**src/sv/slfl_pkg.sv**
```systemverilog
package slfl_pkg;

    localparam int KEY_W  = 32;
    localparam int SLOT_W = 9;

    typedef enum logic
    {
        OP_INSERT = 1'b0,
        OP_DELETE = 1'b1
    } op_t;

    typedef enum logic [1:0]
    {
        STAT_DONE = 2'd0,
        STAT_FULL = 2'd1,
        STAT_MISS = 2'd2
    } status_t;

    typedef struct packed
    {
        op_t                      operation;
        logic signed [KEY_W-1:0]  key;
    } in_t;

    typedef struct packed
    {
        status_t             status;
        logic [SLOT_W-1:0]   slot;
    } out_t;

    typedef struct packed
    {
        logic gt;
        logic eq;
    } cmp_t;

    typedef enum logic [2:0]
    {
        S_IDLE,
        S_FREE,
        S_START,
        S_WALK,
        S_WR_NODE,
        S_WR_LINK,
        S_DONE
    } state_t;

endpackage

```
**src/sv/slfl_cmp.sv**
```systemverilog
module slfl_cmp
(
    input  logic signed [slfl_pkg::KEY_W-1:0] node_key,
    input  logic signed [slfl_pkg::KEY_W-1:0] key,
    output slfl_pkg::cmp_t                    result
);
    import slfl_pkg::*;

    // signed compare of the node just read against the request key
    assign result.gt = (node_key > key);
    assign result.eq = (node_key == key);

endmodule

```
**config.mk**
```make
export PLATFORM = sky130hd
export DESIGN_NAME = slfl_cmp
export DESIGN_NICKNAME = d
export VERILOG_FILES = /design/src/sv/slfl_pkg.sv /design/src/sv/slfl_cmp.sv
export SDC_FILE = /design/constraint.sdc
export NUM_CORES = 1
export LEC_CHECK = 0
export BUFFER_PORTS_ARGS = -buffer_cell sky130_fd_sc_hd__buf_2
export CORE_UTILIZATION = 35
export DETAILED_ROUTE_END_ITERATION = 8
export GPL_TIMING_DRIVEN = 0
export MAX_ROUTING_LAYER = met4
export PLACE_DENSITY = 0.73
export SLEW_MARGIN = 20
export SYNTH_ARGS = -nofsm -noshare
export SYNTH_HDL_FRONTEND = slang
export SYNTH_SLANG_ARGS = --single-unit
```
**constraint.sdc**
```tcl
create_clock -name vclk -period 2.77
set_input_delay 0.554 -clock vclk [all_inputs]
set_output_delay 0.554 -clock vclk [all_outputs]
set_load 0.02 [all_outputs]
```
Yosys cells after proc, flatten, opt, wreduce, memory -nomap -nowiden:

Index checks and enable logic that the tools add are counted.

* output and inout port bits: 2
* flip-flop bits (word level): 0
* bits of input ports: 64
* word-level logic and storage cells: 2

* order comparisons: 1
* eq/ne operators: 1

Operators by type and width (count)
* == test 32 bit: 1
* greater-than comparator 32 bit: 1

Logic depth before layout (Yosys ltp):

* depth after elaboration: 1
* gate-level depth with buffers: 8
* gate-level depth less buffers: 8

Least setup slack after synthesis:

OpenSTA, ideal clock, no wires.

* path type: input to output
* start: input key[31] (netlist bit)
* end: output result[1] (netlist bit)
* slack: 170 ps
* stages on the path: 8
* arrival: 2046 ps
* data required time: 2216 ps
* buffers on the path: 0
* cell sequence: inv_1 > ha_1 > and4_1 > nand4_1 > or3_1 > a31oi_1 > o221ai_1 > nand2b_1

RTL lines
* from (decl): line slfl_cmp.sv:4 `input logic signed [slfl_pkg::KEY_W-1:0] key,`
* to (decl): line slfl_cmp.sv:5 `output slfl_pkg::cmp_t result`

==> impl_metrics.py <==
metrics = {
    "status": {
        "status": "complete, but fails checks",
        "violations": "negative setup slack",
    },
    "cells_and_area": {
        "clkbuf_count": 0,
        "antennaDiodeCount": 0,
        "finish.utilization": 0.6527,
        "multi_input_area_um2": 879.6,
        "nNetsFinal": 282,
        "area_growth_pct": 72.59,
        "seq_cells": 0,
        "final_cell_area_mm2": 0.001458,
        "nFillCells": 187,
        "layout_commonest_cell": "buf_2",
        "drive_above_1_share": 0.5217,
        "layout_common_cells": "buf_2, inv_1, ha_1",
        "seq_area_um2": 0,
    },
    "worst_hold_path": {
        "holdPathStages": 6,
        "min-delay-start": "node_key[31]",
        "hold_end": "result[1]",
        "hold_path.class": "input port to output pin",
    },
    "timing": {
        "finalHoldWorstSlack_ps": 1721,
        "worst_pin_slew_ps": 369.3,
        "period_needed_ps": 2830,
        "drv_slew": 0,
        "setup_viol": 1,
        "finalCritPeriodShare": 1.022,
        "hold_viol": 0,
        "slew_headroom": 0.7538,
        "grt_setup_unrepaired": "true",
        "max_freq_mhz": 353.4,
        "fin_ws_ps": -59.76,
    },
    "power_and_ir_drop": {
        "power.density_mw_per_mm2": 139.7,
        "peakVddDrop_mv": 0.08870,
        "p_leak_nw": 0.8776,
    },
    "placement": {
        "numPortBuffers": 66,
        "placed_cell_area_mm2": 0.001210,
        "post-dp-hpwl_mm": 1.763,
        "place_ws_ps": -131.9,
        "place_congestion": 0.6837,
    },
    "setup_path": {
        "crit_slowest_cell": "a221o_1",
        "worst-setup-path-type": "input port to output pin",
        "crit_family": "compound AO/OA/AOI/OAI gates",
        "end_kind": "output pin",
        "worstPathArrival_ps": 2280,
        "crit_path_cell_trace": "buf_2 > inv_2 > ha_4 > and2_4 > a221o_1 > a221oi_2 > o21ai_2 > nor3_2 > nand2b_4 > buf_6",
        "cp_max_fo": 2,
        "slowest_delay_ps": 340,
        "path_buf_inv": 3,
        "worst_setup_path_start_kind": "input port",
        "crit_required_ps": 2220,
    },
    "route": {
        "vias_per_cell": 4.755,
        "vias": 1008,
        "post_drt_wl_per_cell_um": 10.58,
        "drc": 0,
        "dr.first_iter.drc_count": 5,
        "postRouteAntennaNets": 0,
        "dr.pass1.iters": 4,
        "routed_wl_mm": 2.242,
    },
    "flow_run": {
        "max_cap_viol_count": 0,
    },
    "synthesis": {
        "synth_nets": 210,
        "yosysSeqAreaShare": 0,
        "synthesis.area_um2": 844.6,
        "synth_cell_types": 23,
        "synth_cells": 114,
        "synth_area_per_cell_um2": 7.408,
        "yosysWarningCount": 0,
    },
    "floorplanning": {
        "num_io_pins": 66,
        "rows": 17,
        "fp.dieW_um": 51.12,
        "core_area_mm2": 0.002233,
        "die_h_um": 51.12,
        "start_util": 0.3782,
        "die-area_mm2": 0.002613,
    },
    "grt": {
        "grt_antenna_before_repair": 0,
        "grt_pass1_wl_mm": 3.263,
        "grt_usage": 0.1572,
        "grt_max_degree": 5,
        "grt_pass1_vias": 920,
        "grt-ovfl-total": 0,
    },
}
## worst max-delay path by stage
stage / from / endpoint / slack [ps] / cells past startpoint
after floorplan: key[31] / result[1] / 170 / 8
after global placement: key[31] / result[1] / -130 / 10
after detailed placement: key[31] / result[1] / -130 / 10
after CTS: key[31] / result[1] / 2 / 10
after global routing: key[9] / result[1] / -130 / 10
final: key[27] / result[1] / -60 / 10
## cell usage after synthesis
cell type,instances,area (um2)
o211a_1,1,10.01
nand2b_1,2,12.51
nor2b_1,1,6.260
o221ai_1,1,8.760
nand4_1,5,31.28
a31oi_1,1,6.260
nor2_1,2,7.510
nor4_4,1,21.27
a21o_1,4,30.03
nand2_1,6,22.52
a221oi_1,3,26.28
inv_1,33,123.9
nand3_1,2,10.01
o21ai_0,5,25.02
or3_1,1,6.260
and4_1,1,8.760
nor3_1,1,5.000
a21oi_1,8,40.04
ha_1,32,400.4
nand4_2,1,12.51
a221o_1,1,10.01
nand2b_4,1,13.76
and2_0,1,6.260
## worst min-delay path: stages
cell,delay (ps)
buf_6,70
ha_4,120
buf_4,130
o221ai_4,100
nand2b_4,70
buf_6,110
## cell type report
| type | instances | area share |
|---|---|---|
| inverter | 33 | 0.08670 |
| multi-input combinational | 81 | 0.6034 |
| tap | 28 | 0.02403 |
| timing repair buffer | 70 | 0.2858 |
## routing by layer
metal  part of all wire  GRT usage
met2               0.57     0.3377
met5                  0          -
met1               0.36     0.1649
met3              0.062          0
met4              0.010          0
## through the flow
step / TNS (ps) / total power [mW] / std cells
global route: -127.2 / 0.2313 / 212
global placement: -127.0 / 0.1486 / 208
floorplan: 0 / 0.08948 / 114
CTS: 0 / 0.1641 / 210
finish: -59.76 / 0.2036 / 212
detailed placement: -131.9 / 0.1552 / 208
## what timing repair did
action	4_1_cts	5_1_grt
pin swaps	4	13
gates resized for setup	6	32
hold buffers	0	0
buffers inserted	2	2
endpoints found under the setup margin	1	1
## logic make-up (layout without fill, tap and decap cells)
kind of cell	after synthesis	after routing	share of synthesized area
adders and majority gates	32	32	0.4741
AOI/OAI and AO/OA	24	24	0.1852
and+or+nand+nor	25	25	0.1941
buffers and inverters	33	103	0.1467
## where the power goes
part | switching [mW] | internal [mW] | leakage (nW)
Combinational | 0.0918 | 0.112 | 0.878
Clock | 0 | 0 | 0
Sequential | 0 | 0 | 0
Total | 0.0918 | 0.112 | 0.878
Power figures use the tool's default switching activity.
