===== src/sv/slfl_pkg.sv =====
package slfl_pkg;

    localparam int KEY_W  = 32;
    localparam int SLOT_W = 9;

    typedef enum logic
    {
        OP_INSERT = 1'b0,
        OP_DELETE = 1'b1
    } op_t;

    typedef enum logic [1:0]
    {
        STAT_DONE = 2'd0,
        STAT_FULL = 2'd1,
        STAT_MISS = 2'd2
    } status_t;

    typedef struct packed
    {
        op_t                      operation;
        logic signed [KEY_W-1:0]  key;
    } in_t;

    typedef struct packed
    {
        status_t             status;
        logic [SLOT_W-1:0]   slot;
    } out_t;

    typedef struct packed
    {
        logic gt;
        logic eq;
    } cmp_t;

    typedef enum logic [2:0]
    {
        S_IDLE,
        S_FREE,
        S_START,
        S_WALK,
        S_WR_NODE,
        S_WR_LINK,
        S_DONE
    } state_t;

endpackage


===== src/sv/slfl_ctrl.sv =====
module slfl_ctrl #(
    parameter int POOL_NODES = 256,
    parameter int IW         = 9
)
(
    input  logic                              clk,
    input  logic                              rst_n,
    input  logic                              req_valid,
    output logic                              req_ready,
    input  slfl_pkg::in_t                     req,
    output logic                              fin_valid,
    input  logic                              fin_ready,
    output slfl_pkg::out_t                    fin,
    output logic                              rd_en,
    output logic [IW-1:0]                     rd_idx,
    input  logic [IW-1:0]                     rd_next,
    input  slfl_pkg::cmp_t                    cmp,
    output logic                              we,
    output logic                              we_key,
    output logic [IW-1:0]                     wr_idx,
    output logic signed [slfl_pkg::KEY_W-1:0] wr_key,
    output logic [IW-1:0]                     wr_next
);
    import slfl_pkg::*;

    localparam logic [IW-1:0] N_IDX = IW'(POOL_NODES);

    state_t                  state_reg, state_next;
    op_t                     op_reg, op_next;
    logic signed [KEY_W-1:0] key_reg, key_next;
    logic [IW-1:0]           fresh_reg, fresh_next;
    logic [IW-1:0]           cur_reg, cur_next;
    logic [IW-1:0]           prev_reg, prev_next;
    logic [IW-1:0]           after_reg, after_next;
    logic [IW-1:0]           steps_reg, steps_next;
    logic [IW-1:0]           head_reg, head_next;
    logic [IW-1:0]           free_reg, free_next;
    logic [IW-1:0]           used_reg, used_next;
    status_t                 stat_reg, stat_next;
    logic [IW-1:0]           slot_reg, slot_next;
    logic [IW-1:0]           steps_inc;
    logic [IW+SLOT_W-1:0]    slot_ext;

    function automatic logic node_ok(input logic [IW-1:0] n);
        node_ok = (n != '0) && (n <= N_IDX);
    endfunction

    always_ff @(posedge clk or negedge rst_n)
    begin
        if (!rst_n)
        begin
            state_reg <= S_IDLE;
            head_reg  <= '0;
            free_reg  <= '0;
            used_reg  <= '0;
        end
        else
        begin
            state_reg <= state_next;
            head_reg  <= head_next;
            free_reg  <= free_next;
            used_reg  <= used_next;
        end
    end

    always_ff @(posedge clk)
    begin
        op_reg    <= op_next;
        key_reg   <= key_next;
        fresh_reg <= fresh_next;
        cur_reg   <= cur_next;
        prev_reg  <= prev_next;
        after_reg <= after_next;
        steps_reg <= steps_next;
        stat_reg  <= stat_next;
        slot_reg  <= slot_next;
    end

    assign steps_inc = steps_reg + IW'(1);

    always_comb
    begin
        state_next = state_reg;
        op_next    = op_reg;
        key_next   = key_reg;
        fresh_next = fresh_reg;
        cur_next   = cur_reg;
        prev_next  = prev_reg;
        after_next = after_reg;
        steps_next = steps_reg;
        head_next  = head_reg;
        free_next  = free_reg;
        used_next  = used_reg;
        stat_next  = stat_reg;
        slot_next  = slot_reg;
        req_ready  = 1'b0;
        fin_valid  = 1'b0;
        rd_en      = 1'b0;
        rd_idx     = cur_reg;
        we         = 1'b0;
        we_key     = 1'b0;
        wr_idx     = cur_reg;
        wr_next    = cur_reg;

        unique case (state_reg)
            S_IDLE:
            begin
                req_ready = 1'b1;
                if (req_valid)
                begin
                    op_next  = req.operation;
                    key_next = req.key;
                    if (req.operation == OP_DELETE)
                    begin
                        state_next = S_START;
                    end
                    else if (node_ok(free_reg))
                    begin
                        // pop the free list: its link comes back next cycle
                        fresh_next = free_reg;
                        rd_en      = 1'b1;
                        rd_idx     = free_reg;
                        state_next = S_FREE;
                    end
                    else if (used_reg < N_IDX)
                    begin
                        used_next  = used_reg + IW'(1);
                        fresh_next = used_reg + IW'(1);
                        state_next = S_START;
                    end
                    else
                    begin
                        stat_next  = STAT_FULL;
                        slot_next  = '0;
                        state_next = S_DONE;
                    end
                end
            end

            S_FREE:
            begin
                free_next  = rd_next;
                state_next = S_START;
            end

            S_START:
            begin
                prev_next  = '0;
                steps_next = '0;
                if (node_ok(head_reg))
                begin
                    rd_en      = 1'b1;
                    rd_idx     = head_reg;
                    cur_next   = head_reg;
                    state_next = S_WALK;
                end
                else if (op_reg == OP_INSERT)
                begin
                    cur_next   = '0;
                    state_next = S_WR_NODE;
                end
                else
                begin
                    stat_next  = STAT_MISS;
                    slot_next  = '0;
                    state_next = S_DONE;
                end
            end

            S_WALK:
            begin
                // node data for cur_reg is on the read port this cycle
                if (op_reg == OP_DELETE && cmp.eq)
                begin
                    after_next = rd_next;
                    state_next = S_WR_NODE;
                end
                else if (cmp.gt)
                begin
                    if (op_reg == OP_INSERT)
                    begin
                        state_next = S_WR_NODE;
                    end
                    else
                    begin
                        stat_next  = STAT_MISS;
                        slot_next  = '0;
                        state_next = S_DONE;
                    end
                end
                else
                begin
                    prev_next  = cur_reg;
                    steps_next = steps_inc;
                    cur_next   = node_ok(rd_next) ? rd_next : '0;
                    if (node_ok(rd_next) && steps_inc < N_IDX)
                    begin
                        rd_en  = 1'b1;
                        rd_idx = rd_next;
                    end
                    else if (op_reg == OP_INSERT)
                    begin
                        state_next = S_WR_NODE;
                    end
                    else
                    begin
                        stat_next  = STAT_MISS;
                        slot_next  = '0;
                        state_next = S_DONE;
                    end
                end
            end

            S_WR_NODE:
            begin
                we = 1'b1;
                if (op_reg == OP_INSERT)
                begin
                    we_key  = 1'b1;
                    wr_idx  = fresh_reg;
                    wr_next = cur_reg;
                end
                else
                begin
                    // freed node goes on top of the free list
                    wr_idx    = cur_reg;
                    wr_next   = free_reg;
                    free_next = cur_reg;
                end
                state_next = S_WR_LINK;
            end

            S_WR_LINK:
            begin
                wr_idx  = prev_reg;
                wr_next = (op_reg == OP_INSERT) ? fresh_reg : after_reg;
                if (prev_reg == '0)
                begin
                    head_next = wr_next;
                end
                else
                begin
                    we = 1'b1;
                end
                stat_next  = STAT_DONE;
                slot_next  = (op_reg == OP_INSERT) ? fresh_reg : cur_reg;
                state_next = S_DONE;
            end

            S_DONE:
            begin
                fin_valid = 1'b1;
                if (fin_ready)
                begin
                    state_next = S_IDLE;
                end
            end

            default:
            begin
                state_next = S_IDLE;
            end
        endcase
    end

    assign wr_key     = key_reg;
    assign slot_ext   = {{SLOT_W{1'b0}}, slot_reg};
    assign fin.status = stat_reg;
    assign fin.slot   = slot_ext[SLOT_W-1:0];

    a_used_bound: assert property (@(posedge clk) disable iff (!rst_n)
        used_reg <= N_IDX)
        else $error("used count beyond pool size");

    a_walk_node: assert property (@(posedge clk) disable iff (!rst_n)
        state_reg == S_WALK |-> node_ok(cur_reg) && steps_reg < N_IDX)
        else $error("walk on invalid node or past step limit");

    a_full_only_when_exhausted: assert property (@(posedge clk) disable iff (!rst_n)
        state_reg == S_DONE && stat_reg == STAT_FULL |->
            used_reg == N_IDX && free_reg == '0 && slot_reg == '0)
        else $error("full reported with nodes left");

    a_free_head_sane: assert property (@(posedge clk) disable iff (!rst_n)
        free_reg == '0 || node_ok(free_reg))
        else $error("free list head out of range");

    a_done_slot: assert property (@(posedge clk) disable iff (!rst_n)
        state_reg == S_DONE && stat_reg == STAT_DONE |-> node_ok(slot_reg))
        else $error("completed operation without a valid slot");

endmodule

===== config.mk =====
export PLATFORM = sky130hd
export DESIGN_NAME = slfl_ctrl
export DESIGN_NICKNAME = d
export VERILOG_FILES = /design/src/sv/slfl_pkg.sv /design/src/sv/slfl_ctrl.sv
export SDC_FILE = /design/constraint.sdc
export NUM_CORES = 1
export LEC_CHECK = 0
export CORE_MARGIN = 1
export CORE_UTILIZATION = 54
export DETAILED_ROUTE_END_ITERATION = 10
export DONT_BUFFER_PORTS = 1
export PLACE_DENSITY = 0.69
export SLEW_MARGIN = 10
export SYNTH_ARGS = -nofsm -noshare
export SYNTH_HDL_FRONTEND = slang
export SYNTH_SLANG_ARGS = --single-unit
export TNS_END_PERCENT = 1

===== constraint.sdc =====
create_clock -name clk -period 4.25 [get_ports clk]
set_input_delay 0.2125 -clock clk [delete_from_list [all_inputs] [get_ports clk]]
set_output_delay 0.2125 -clock clk [all_outputs]
set_load 0.02 [all_outputs]

-- Yosys cells after proc, flatten, opt, wreduce, memory -nomap -nowiden
Index checks and enable logic that the tools add are counted.
- flip-flop bits (word level): 119
- bits of input ports: 48
- output and inout bits: 75
- word-level logic and storage cells: 138
- add/subtract/negate cells: 2
- order comparisons: 5
- eq/ne operators: 18
- muxes and demuxes: 74
- bitwise gates (word level): 2
- reductions and logical operators: 24
- operators by type and width (operator ; count):
    2-to-1 mux 9 bit ; 31
    one-hot mux 9 bit (2 select lines) ; 6
    one-hot mux 9 bit (4 select lines) ; 1
    less-or-equal comparator 9 bit (second input constant) ; 3
    2-to-1 mux 3 bit ; 9
    one-hot mux 9 bit (3 select lines) ; 1
    nonzero test 9 bit ; 3
    one-hot mux 3 bit (7 select lines) ; 1
    2-to-1 mux 2 bit ; 10
    adder 9 x 1 -> 9 bit (second input constant) ; 2
    less-than comparator 9 bit (second input constant) ; 2
    != test 2 bit (second input constant) ; 9
    2-to-1 mux 1 bit ; 12
    equality test 3 bit (second input constant) ; 3
    zero test 9 bit ; 1
    one-hot mux 2 bit (4 select lines) ; 1
    AND reduction 2 bit ; 4
    AND reduction 4 bit ; 2
    AND reduction 8 bit ; 1
    equality test 3 x 2 -> 1 bit (second input constant) ; 2
    != test 3 bit (second input constant) ; 2
    AND reduction 3 bit ; 2
    nonzero test 2 bit ; 3
    logical AND 1 bit ; 5
    other kinds (8) ; 9

-- Depth between registers and ports, before layout
- depth after elaboration: 7
- depth in mapped cells: 9
- gate-level depth less buffers: 8

-- Least setup slack after synthesis
OpenSTA, ideal clock, no wires.
- path kind: register to output
- start point: register state_reg[2]
- end point: output port rd_idx[8]
- arrival: 3207 ps
- required time: 4038 ps
- slack: 830 ps
- stages on the path, launching flop included: 5
- path buffers: 0
- path through: dfrtp_1 or3b_1 nor2_1 o311ai_0 a32oi_1
- cells in the longest elaborated chain, start to end: 2
- elaborated cells between the ends (all ways): 4
- classes of those cells: eq/ne (2); mux (1); reduce/logical (1)
- ends and longest elaborated chain (element ; RTL line ; text):
    from (decl) ; slfl_ctrl.sv:28 ; state_t state_reg, state_next;
    from (signal assigned) ; slfl_ctrl.sv:59 ; state_reg <= state_next;
    equality test 3 x 2 -> 1 bit or zero test 3 bit (tied branches) ; slfl_ctrl.sv:105 ; unique case (state_reg)
    one-hot mux 9 bit (3 select lines) * ; slfl_ctrl.sv:105 ;
    to (decl) ; slfl_ctrl.sv:15 ; output logic [IW-1:0] rd_idx,
Mark *: on every way between the ends. The rest lies on a longest branch, timed or not.

-- Worst setup path in the final report
- start point: register state_reg[1]
- end point: output port wr_next[3]
- cells in the longest elaborated chain, start to end: 2
- elaborated cells between the ends (all ways): 3
- classes of those cells: eq/ne (2); mux (1)
- ends and longest elaborated chain (element ; RTL line ; text):
    equality test 3 bit ; slfl_ctrl.sv:105 ;
    one-hot mux 9 bit (2 select lines) * ; slfl_ctrl.sv:105 ;
    to (decl) ; slfl_ctrl.sv:22 ; output logic [IW-1:0] wr_next
Marked as above.

==> metrics.md <==
| Metric | Value |
|---|---|
| Hold endpoint | free_reg[1] |
| Clk pin slew, worst setup/hold paths | 50 ps |
| Post-DR wirelength/cell | 23.3 um |
| M1 WL | 7.27 mm |
| GPL Wtd Cong | 0.987 |
| Clk sink count | 119 |
| Die area | 0.0120 mm^2 |
| Ys flop type | edfxtp_1 |
| Crit-path max cell delay | 890 ps |
| Root Buffer | clkbuf_16 |
| Compound-Gate Fraction of Synth Area | 15.9% |
| Post-route ant nets | 0 |
| R2R Setup Slk | 1180 ps |
| Post-CTS setup buffers | 0 |
| Critical Path Start Type | flip-flop |
| Remaining global-route overflow | 0 |
| Pre-CTS setup slack | 953 ps |
| Port Buffers | 0 |
| Hold Crit Class | primary input to flip-flop |
| TritonCTS clock tree | done |
| Dpl hpwl | 12.4 mm |
| Max Root-Sink Buffers | 2 |
| Register Area | 0.00342 mm^2 |
| Pwr/cell area | 749 mW/mm^2 |
| Fmax | 272 MHz |
| Largest net degree at the start of global routing | 61 |
| Die Wd | 110 um |
| Cells after DPL | 726 |
| Tcrit/Tclk final | 86.5% |
| Post-Synthesis Cells | 601 |
| Run status | complete, no violations |
| Routed wire length | 18.7 mm |
| Synth warn | 0 |
| Synth Area in Adders | 0.958% |
| CP Capture Type | output pin |
| Net count, final | 702 |
| Row count | 38 |
| RSZ-0062 raised after global routing | no |
| Cell Area, Synth | 0.00627 mm^2 |
| Post-synth EDFFs | 89 |
| Final worst-path setup slack | 572 ps |
| Worst-skew pair later-pin latency | 420 ps |
| R2R depth | 5 |
| First-pass GRT wire length | 28.3 mm |
| Max Cap Viol | 0 |
| WP data arrival | 3470 ps |
| FF+latch count, synth | 119 |
| Starting Density | 56.6% |
| Sequential area share after synthesis | 54.6% |
| Metal3 WL | 2.07 mm |
| # resized after CTS | 0 |
| Max-slew violations | 0 |
| Multi-input gate area in the final layout | 0.00263 mm^2 |
| Initial DRC count | 820 |
| Core Area | 0.0111 mm^2 |
| Fin crit period | 3680 ps |
| Post-place instance area | 0.00646 mm^2 |
| Reg2reg start | state_reg[1] |
| Mean Syn Cell Area | 10.4 um^2 |
| Gr usage total | 32.7% |
| DRC errors left | 0 |
| Max rail drop VDD | 0.549 mV |
| Setup violations, final | 0 |
| Syn Nets | 653 |
| Crit Path Class | flip-flop to output pin |
| Simple-Gate Fraction of Synth Area | 17.0% |
| Layout cell share with drive strength beyond 1 | 10.1% |
| Critical Path, Cell by Cell | nand2b_1 -> buf_4 -> nor2_1 -> a21oi_1 -> nor2_1 -> a221oi_1 |
| Main combinational cell family by area after synthesis | simple AND/OR/NAND/NOR gates |
| Total chip power | 5.65 mW |
| Slew @ Worst Pin | 1100 ps |
| Final hold vios | 0 |
| Post-synthesis mux area share | 4.69% |
| Xor and xnor fraction of the mapped netlist area | 3.33% |
| Slowest-stage cell, CP | a221oi_1 |
| Top cell by count, worst path | nor2_1 |
| Max-slew headroom | 26.5% |
| Number of diodes | 0 |
| Crit path max fanout | 23 |
| Htree depth | 4 |
| Vias in the first global route | 5023 |
| Worst flop-to-flop path endpoint | slot_reg[3] |
| Post-route cell area | 0.00754 mm^2 |
| DR top layer | met4 |
| HP Start | rd_next[1] |
| Setup TNS | 0 ps |
| Ports | 123 |
| Final std cells w/o fill | 803 |
| Top delay family on crit path | compound AO/OA/AOI/OAI gates |
| Initial antenna violation count | 0 |
| Die Y | 110 um |
| Area Growth Syn to Fin | 20.3% |
| Leakage power | 2.83 nW |
| Unique masters post-synth | 55 |
| Critical Path RT | 4040 ps |
| Share of flip-flops with an asynchronous set or reset | 25.2% |
| Clock Skew | 7.09 ps |
| CP bufs+invs | 1 |
| Post-DR vias/cell | 6.64 |
| Number of flip-flops in the largest register | 32 |
| Vias post-DR | 5330 |
| Num CTS Buffers | 17 |
| Cells on Worst Hold Path | 2 |
| FILL cells | 836 |
| Routed length on met2 | 8.75 mm |
| Drt first pass iters | 6 |
## cell usage in the layout, fill, tap and decap left out, drive strengths merged, types with 17 or more instances in the layout
cell type	n
buf	25
dfrtp	30
a221oi	17
nand2	28
edfxtp	89
o21ai	49
clkbuf	21
mux2i	26
dlygate4sd3	44
nor2	103
a21oi	35
## timing repair
action	in CTS	in global routing
endpoints found under the hold margin	73	0
endpoints found under the setup margin	0	0
hold buffers	45	0
## kinds of logic after synthesis
| family | Yosys count |
|---|---|
| xor gates and xnor gates | 23 |
| and+or+nand+nor | 217 |
| DFF | 119 |
| adders and majority gates | 5 |
| buffers and inverters | 54 |
| AOI/OAI and AO/OA | 154 |
| muxes | 29 |
## worst max path at each step
stage,endpoint,startpoint,depth (start not counted)
floorplan,rd_idx[8],state_reg[2],4
global route,wr_next[3],state_reg[1],6
CTS,wr_next[3],state_reg[1],6
finish,wr_next[3],state_reg[1],6
global placement,rd_idx[5],rd_next[4],8
detailed placement,rd_idx[5],rd_next[4],8
## power by group
group	total [mW]	leakage [nW]	internal [mW]	switching (mW)
clock network	1.49	0.293	0.967	0.523
registers	2.09	1.22	1.63	0.467
logic	2.06	1.32	0.714	1.35
## cells in the mapped netlist, types with 7 or more instances
library cell | instances | share of area, %
dfrtp_1 | 30 | 12
clkbuf_1 | 28 | 1.7
nand2_1 | 28 | 1.7
xnor2_1 | 15 | 2.1
a311oi_1 | 8 | 1.1
xor2_1 | 7 | 0.98
nand3b_1 | 8 | 0.96
and3_1 | 14 | 1.4
a221o_1 | 7 | 1.1
nor3_1 | 12 | 0.96
a21oi_1 | 35 | 2.8
o21ai_0 | 47 | 3.8
o22ai_1 | 9 | 0.90
nand3_1 | 9 | 0.72
inv_1 | 15 | 0.90
nor2_1 | 101 | 6.1
a221oi_1 | 17 | 2.4
buf_2 | 7 | 0.56
nand2b_1 | 12 | 1.2
nor2b_1 | 7 | 0.70
a211oi_1 | 9 | 1.1
edfxtp_1 | 89 | 43
mux2i_1 | 26 | 4.2
## cell type report
type                    count  share of cell area (%)
clock buffers              21                    6.24
multi-input cells         428                    34.8
repair buffers             69                    8.50
flip-flops and latches    119                    45.4
clock inverters            11                    1.96
inverters                  15                   0.747
well taps                 140                    2.32
## metrics by stage
| stage | hold slack (ps) | util, % |
|---|---|---|
| floorplan | -83.1 | - |
| global placement | -81.4 | 58.3 |
| detailed placement | -81.5 | 58.3 |
| CTS | 10.0 | 68.1 |
| global route | 18.4 | 68.1 |
| finish | 21.3 | 68.1 |
## worst register-to-register path, cell delays in order (launching register included)
cell and delay, ps:
dfrtp_1 670, nand2b_1 610, nor2_1 780, nor2_1 160, a221oi_1 300, buf_4 250
## routing by layer
layer | track usage [%] | up-vias
met5 | 0 | -
met4 | 17.0 | 0
met3 | 7.41 | 67
met2 | 49.8 | 395
met1 | 43.7 | 2524
li1 | - | 2344
(Power assumes the default switching activity.)
